--- src/rtl/core/mbet_pkg.sv ---
package mbet_pkg;

    // Field widths of the ports
    localparam int FIELD_W       = 32;
    localparam int COUNT_FIELD_W = 24;

    // Fixed-point format of z and c
    localparam int FRAC_BITS = 28;

    // Default iteration counter width and budget after reset
    localparam int COUNT_BITS_DEF = 24;
    localparam int RESET_BUDGET   = 1048576;

    // Multiplier operand: a magnitude below 2.0 while the loop runs
    localparam int MUL_W  = FRAC_BITS + 1;
    localparam int PROD_W = 2 * MUL_W;
    // Square of a component, up to 4.0 when saturated
    localparam int SQ_W   = FRAC_BITS + 3;
    // z components: c plus a cross term below 8.0, plus sign and headroom
    localparam int Z_W    = ((SQ_W > FIELD_W) ? SQ_W : FIELD_W) + 2;

    localparam logic [SQ_W-1:0] FOUR_FX = {1'b1, {(FRAC_BITS + 2){1'b0}}};

    // Sequencer states
    typedef enum logic [2:0] {
        ST_IDLE,
        ST_SQR,
        ST_SQI,
        ST_CROSS,
        ST_UPD,
        ST_DONE
    } mbet_state_t;

endpackage

--- src/rtl/core/mandelbrot_escape_time.sv ---
// Escape-time counter for one complex point c per beat.
// Input channel (s_valid/s_ready): s_point_real and s_point_imag, signed fixed
// point with FRAC_BITS fraction bits. The iteration starts at z = c and runs
// z = z^2 + c while |z|^2 < 4.0 and the budget is not used up.
// Result channel (m_valid/m_ready): m_iteration_count, the number of updates
// done, equal to the budget when the point does not escape.
// Configuration: cfg_we writes the budget from cfg_wdata; write
// it only while no point is in flight.
// Multiplier: one 29x29 multiplier is shared by the three products of an
// iteration, computed in turn in the SQR, SQI and CROSS states before the
// UPD state checks for escape. The next point is accepted only after the
// previous one has reached the done state and gone back to idle.
// The result sits in an output register: a new point is accepted while the
// previous result still waits; a second result waits in the done state
// until the receiver takes the first.
// Reset (aresetn low, synchronous) returns to idle, drops m_valid and loads
// a budget of 1048576 iterations.
module mandelbrot_escape_time
    import mbet_pkg::*;
#(
    parameter int COUNT_BITS = COUNT_BITS_DEF
) (
    input  logic                            aclk,
    input  logic                            aresetn,
    input  logic                            cfg_we,
    input  logic [COUNT_FIELD_W-1:0]        cfg_wdata,
    input  logic                            s_valid,
    output logic                            s_ready,
    input  logic signed [FIELD_W-1:0]       s_point_real,
    input  logic signed [FIELD_W-1:0]       s_point_imag,
    output logic                            m_valid,
    input  logic                            m_ready,
    output logic [COUNT_FIELD_W-1:0]        m_iteration_count
);

    localparam int CNT_W = (COUNT_BITS < COUNT_FIELD_W) ? COUNT_BITS : COUNT_FIELD_W;

    mbet_state_t state_reg, state_next;

    logic [CNT_W-1:0]         budget_reg;
    logic [CNT_W-1:0]         iter_reg, iter_next;
    logic [CNT_W-1:0]         result_reg, result_next;
    logic                     m_valid_reg, m_valid_next;
    logic signed [Z_W-1:0]    zr_reg, zr_next;
    logic signed [Z_W-1:0]    zi_reg, zi_next;
    logic signed [FIELD_W-1:0] cr_reg, cr_next;
    logic signed [FIELD_W-1:0] ci_reg, ci_next;
    logic [SQ_W-1:0]          zr2_reg, zr2_next;
    logic [SQ_W-1:0]          zi2_reg, zi2_next;
    logic [PROD_W-1:0]        prod_reg, prod_next;

    // Sequencer outputs
    logic                     load_point;
    logic                     ld_zr2;
    logic                     ld_zi2;
    logic                     step;
    logic                     out_load;
    logic                     sel_a_imag;
    logic                     sel_b_imag;

    // Datapath terms
    logic [Z_W-1:0]           mag_r, mag_i;
    logic                     sat_r, sat_i;
    logic [MUL_W-1:0]         mul_a, mul_b;
    logic [SQ_W-1:0]          sq_from_prod;
    logic [SQ_W:0]            mag_sum;
    logic                     finish;
    logic signed [Z_W-1:0]    cross_mag, cross_s;

    // Magnitudes and escape flags of the current z
    always_comb begin
        mag_r = zr_reg[Z_W-1] ? Z_W'(-zr_reg) : Z_W'(zr_reg);
        mag_i = zi_reg[Z_W-1] ? Z_W'(-zi_reg) : Z_W'(zi_reg);
        sat_r = |mag_r[Z_W-1:FRAC_BITS+1];
        sat_i = |mag_i[Z_W-1:FRAC_BITS+1];
    end

    // Shared multiplier operands: r*r, then i*i, then r*i
    assign mul_a = sel_a_imag ? mag_i[MUL_W-1:0] : mag_r[MUL_W-1:0];
    assign mul_b = sel_b_imag ? mag_i[MUL_W-1:0] : mag_r[MUL_W-1:0];

    // Square truncated to FRAC_BITS fraction bits
    assign sq_from_prod = {1'b0, prod_reg[PROD_W-1:FRAC_BITS]};

    // Bailout and budget check
    assign mag_sum = {1'b0, zr2_reg} + {1'b0, zi2_reg};
    assign finish  = (iter_reg == budget_reg) || (mag_sum >= {1'b0, FOUR_FX});

    // Cross term 2*zr*zi, truncated toward zero, then signed
    always_comb begin
        cross_mag = $signed(Z_W'(prod_reg[PROD_W-1:FRAC_BITS-1]));
        cross_s   = (zr_reg[Z_W-1] ^ zi_reg[Z_W-1]) ? -cross_mag : cross_mag;
    end

    // Next state
    always_comb begin
        state_next = state_reg;
        case (state_reg)
            ST_IDLE:  if (s_valid) state_next = ST_SQR;
            ST_SQR:   state_next = ST_SQI;
            ST_SQI:   state_next = ST_CROSS;
            ST_CROSS: state_next = ST_UPD;
            ST_UPD:   state_next = finish ? ST_DONE : ST_SQR;
            ST_DONE:  if (!m_valid_reg || m_ready) state_next = ST_IDLE;
            default:  state_next = ST_IDLE;
        endcase
    end

    // Sequencer outputs
    always_comb begin
        s_ready    = 1'b0;
        load_point = 1'b0;
        ld_zr2     = 1'b0;
        ld_zi2     = 1'b0;
        step       = 1'b0;
        out_load   = 1'b0;
        sel_a_imag = 1'b0;
        sel_b_imag = 1'b0;
        case (state_reg)
            ST_IDLE: begin
                s_ready    = 1'b1;
                load_point = s_valid;
            end
            ST_SQR: begin
            end
            ST_SQI: begin
                ld_zr2     = 1'b1;
                sel_a_imag = 1'b1;
                sel_b_imag = 1'b1;
            end
            ST_CROSS: begin
                ld_zi2     = 1'b1;
                sel_b_imag = 1'b1;
            end
            ST_UPD: begin
                step = !finish;
            end
            ST_DONE: begin
                out_load = !m_valid_reg || m_ready;
            end
            default: begin
            end
        endcase
    end

    // Datapath next values
    always_comb begin
        zr_next      = zr_reg;
        zi_next      = zi_reg;
        cr_next      = cr_reg;
        ci_next      = ci_reg;
        zr2_next     = zr2_reg;
        zi2_next     = zi2_reg;
        iter_next    = iter_reg;
        result_next  = result_reg;
        m_valid_next = m_valid_reg;
        prod_next    = PROD_W'(mul_a) * PROD_W'(mul_b);

        if (load_point) begin
            cr_next   = s_point_real;
            ci_next   = s_point_imag;
            zr_next   = Z_W'(s_point_real);
            zi_next   = Z_W'(s_point_imag);
            iter_next = '0;
        end
        if (ld_zr2) begin
            zr2_next = sat_r ? FOUR_FX : sq_from_prod;
        end
        if (ld_zi2) begin
            zi2_next = sat_i ? FOUR_FX : sq_from_prod;
        end
        // z = z^2 + c
        if (step) begin
            zi_next   = cross_s + Z_W'(ci_reg);
            zr_next   = $signed(Z_W'(zr2_reg)) - $signed(Z_W'(zi2_reg)) + Z_W'(cr_reg);
            iter_next = iter_reg + 1'b1;
        end

        // Output register
        if (out_load) begin
            result_next  = iter_reg;
            m_valid_next = 1'b1;
        end else if (m_ready) begin
            m_valid_next = 1'b0;
        end
    end

    // Control registers
    always_ff @(posedge aclk) begin
        if (!aresetn) begin
            state_reg   <= ST_IDLE;
            m_valid_reg <= 1'b0;
            budget_reg  <= CNT_W'(RESET_BUDGET);
        end else begin
            state_reg   <= state_next;
            m_valid_reg <= m_valid_next;
            if (cfg_we) begin
                budget_reg <= cfg_wdata[CNT_W-1:0];
            end
        end
    end

    // Payload registers
    always_ff @(posedge aclk) begin
        zr_reg     <= zr_next;
        zi_reg     <= zi_next;
        cr_reg     <= cr_next;
        ci_reg     <= ci_next;
        zr2_reg    <= zr2_next;
        zi2_reg    <= zi2_next;
        iter_reg   <= iter_next;
        result_reg <= result_next;
        prod_reg   <= prod_next;
    end

    assign m_valid           = m_valid_reg;
    assign m_iteration_count = COUNT_FIELD_W'(result_reg);

    // A point is worked on alone: no second beat right after an accept
    assert property (@(posedge aclk) disable iff (!aresetn)
        s_valid && s_ready |=> !s_ready)
        else $error("input accepted while a point is in flight");

    // Each continued iteration restarts the multiply sequence and bumps the count
    assert property (@(posedge aclk) disable iff (!aresetn)
        state_reg == ST_UPD && !finish |=>
            state_reg == ST_SQR && iter_reg == $past(iter_reg) + 1'b1)
        else $error("iteration step lost");

    // A result appears only from the done state
    assert property (@(posedge aclk) disable iff (!aresetn)
        $rose(m_valid) |-> $past(state_reg == ST_DONE))
        else $error("result raised outside the done state");

endmodule
--- config.mk ---
export PLATFORM = sky130hd
export DESIGN_NAME = mandelbrot_escape_time
export DESIGN_NICKNAME = d
export VERILOG_FILES = /design/src/rtl/core/mbet_pkg.sv /design/src/rtl/core/mandelbrot_escape_time.sv
export SDC_FILE = /design/constraint.sdc
export NUM_CORES = 2
export LEC_CHECK = 0
export ABC_AREA = 1
export BUFFER_PORTS_ARGS = -buffer_cell sky130_fd_sc_hd__buf_2
export CORE_AREA = 10 10 339 341
export CTS_CLUSTER_SIZE = 10
export DETAILED_ROUTE_END_ITERATION = 8
export DIE_AREA = 0 0 349 351
export HOLD_SLACK_MARGIN = 0.15
export PLACE_DENSITY_LB_ADDON = 0.05
export SLEW_MARGIN = 15
export SYNTH_ARGS = -nofsm -noshare
export SYNTH_HDL_FRONTEND = slang
export SYNTH_SLANG_ARGS = --single-unit
--- constraint.sdc ---
create_clock -name aclk -period 8.5 [get_ports aclk]
set_input_delay 0.85 -clock aclk [delete_from_list [all_inputs] [get_ports aclk]]
set_output_delay 0.85 -clock aclk [all_outputs]
set_load 0.01 [all_outputs]
==> results.py <==
metrics = {
    "clock_tree": {
        "cts_root_buf": "clkbuf_16",
        "cts.sinks": 300,
        "cts_tree": "done",
        "htreeDepth": 2,
        "numCtsBuffers": 40,
        "clkTransAtPathRegs_ns": 0.06,
        "clk_latency_ns": 0.62,
        "clockBufferDepth": 3,
    },
    "drt": {
        "first_iter_violations": 2951,
        "routedWlPerCell_um": 23.30,
        "ant_nets": 0,
        "wl_um": 182100,
        "drc_errors": 0,
        "dr_total_vias": 40950,
        "drt-pass1-iter-count": 6,
        "post_drt_via_cell_ratio": 5.238,
    },
    "timing": {
        "max_freq_mhz": 121.3,
        "finalHoldViolCount": 0,
        "slew_viol_final": 0,
        "rsz0062_at_grt": "true",
        "tns_ns": 0,
        "final.setup_skew_ns": 0.04667,
        "period_needed_ns": 8.244,
        "setup_viol": 0,
        "slew_headroom_pct": 42.53,
        "fin_crit_sh_pct": 96.99,
        "tightest_slew_ns": 0.8588,
    },
    "synth": {
        "yosysMostFrequentCell": "inv_1",
        "async_flop_share_pct": 0,
        "synth_edf_count": 241,
        "netlist_instances": 5994,
        "ys.flop_type": "edfxtp_1",
        "ys_seq_area_share_pct": 17.48,
        "yosysTopAreaCellShare_pct": 30.22,
        "synth_area_per_cell_um2": 8.034,
        "synth.distinct_cells": 63,
        "yosysTopAreaCell": "fa_1",
        "netlist_area_um2": 48160,
        "synthTopCellsByArea": "fa_1, edfxtp_1, ha_1, inv_1, nand2_1",
        "yosysWarnings": 0,
        "synth_nets": 7189,
        "ys_seq_elements": 300,
        "synth_common_cells": "inv_1, nand2_1, nor2_1",
    },
    "worst_setup_path": {
        "cp-start-kind": "flip-flop",
        "crit_path_start": "zi_reg[10]",
        "critPathArrivalTime_ns": 8.73,
        "cp-end-kind": "flip-flop",
        "critical_path_class": "reg -> reg",
        "reg2reg_from": "zi_reg[10]",
        "path_max_fanout": 18,
        "crit_slowest_cell": "fa_1",
        "max_stage_delay_ns": 0.64,
        "worst_ep_required_time_ns": 8.98,
    },
    "placed_design": {
        "hpwl_um": 154400,
        "place_area_um2": 52620,
        "numPortBuffers": 118,
        "gp_congestion": 0.9798,
    },
    "global_route": {
        "grt_pass1_vias": 42270,
        "antenna_found_initial": 0,
        "grtUsageTotal_pct": 29.61,
        "grt-ovfl-total": 0,
        "grt_pass1_wl_um": 271700,
        "grt_start_max_net_pins": 63,
    },
    "outcome": {
        "status": "complete, no violations",
    },
    "finish": {
        "nNetsFinal": 7572,
        "syn_to_final_growth_pct": 16.04,
        "largest_reg_flops": 34,
        "stdcell_area_um2": 55880,
        "drive_gt1_share_pct": 14.48,
        "fin_util_pct": 51.70,
        "antenna_cells": 0,
    },
    "floorplan": {
        "die-area_um2": 122500,
        "die_h_um": 351,
        "coreArea_um2": 108100,
        "start_util_pct": 44.55,
        "num_rows": 121,
        "io_pins": 119,
        "die_w_um": 349,
    },
    "worst_hold_path": {
        "min_path_type": "in -> reg",
        "hold_start": "s_point_real[0]",
    },
    "run": {
        "cap_viol_max_count": 0,
    },
}
[worst max-delay path: cells and delay by family, from the launching register on]
family          cells  cell delay [ns]
fa+ha+maj           9             4.26
flops               1             0.54
simple gates       11             1.33
xor+xnor            2             0.42
compound gates      5             0.80
buf+inv             4             0.71
[layout by cell type, fill, tap and decap left out, types with 128 or more instances in the layout]
master / n
inv_1: 1219
nand2_1: 1059
nor2_1: 833
fa_1: 698
ha_1: 351
buf_4: 326
edfxtp_1: 241
a21oi_1: 230
o21ai_0: 176
xor2_1: 133
nand3_1: 128
[cell families after synthesis]
logic type	count (synthesis)	share of synthesized area [%]
and+or+nand+nor	2292	19.33
buffers and inverters	1445	11.74
adders and majority gates	1102	39.96
AOI/OAI and AO/OA	629	7.327
DFF	300	17.48
xor gates and xnor gates	226	4.157
[metal layers]
metal,share of wire (%),vias up,GRT usage [%]
li1,-,19060,-
met1,42,20410,38.71
met2,48,1217,50.49
met3,5.8,260,4.259
met4,3.5,0,9.114
met5,0,-,0
[cell type report]
cell class / instances / area (um2)
inverter: 1270 / 4843
tap: 1414 / 1769
timing repair buffer: 515 / 4335
clock buffer: 53 / 1071
timing repair inverter: 1 / 6.256
multi-input combinational: 4249 / 35260
clock inverter: 15 / 185.2
sequential: 300 / 8418
fill: 10660 / 52210
[metrics by stage]
step                      setup WS [ns]  hold slack, ns  cells
final                            0.2558          0.4294   7817
after global routing            -0.1340          0.4157   7817
after CTS                       0.01212          0.3906   7754
after detailed placement       -0.08601          0.4726   7685
after global placement         -0.03229          0.4563   7685
after floorplan                  0.5546          0.4244   5994
[path summary, 6_finish.rpt]
kind                     to  slack, ns  cells after the start
max            prod_reg[54]       0.26                     31
min               cr_reg[0]       0.43                      1
max reg2reg    prod_reg[54]       0.26                     31
min reg2reg  budget_reg[20]       0.48                      2
[repair_timing]
| action | CTS | global route |
|---|---|---|
| setup endpoints to repair | 15 | 31 |
| hold buffers | 0 | 0 |
| cloned | 0 | 6 |
| pin swaps | 0 | 71 |
| resized for setup | 7 | 352 |
| buffers inserted | 1 | 57 |
Power is left out: the tool's default activity adds up to more than one toggle a clock period on the data nets, which glitch-free logic cannot reach.
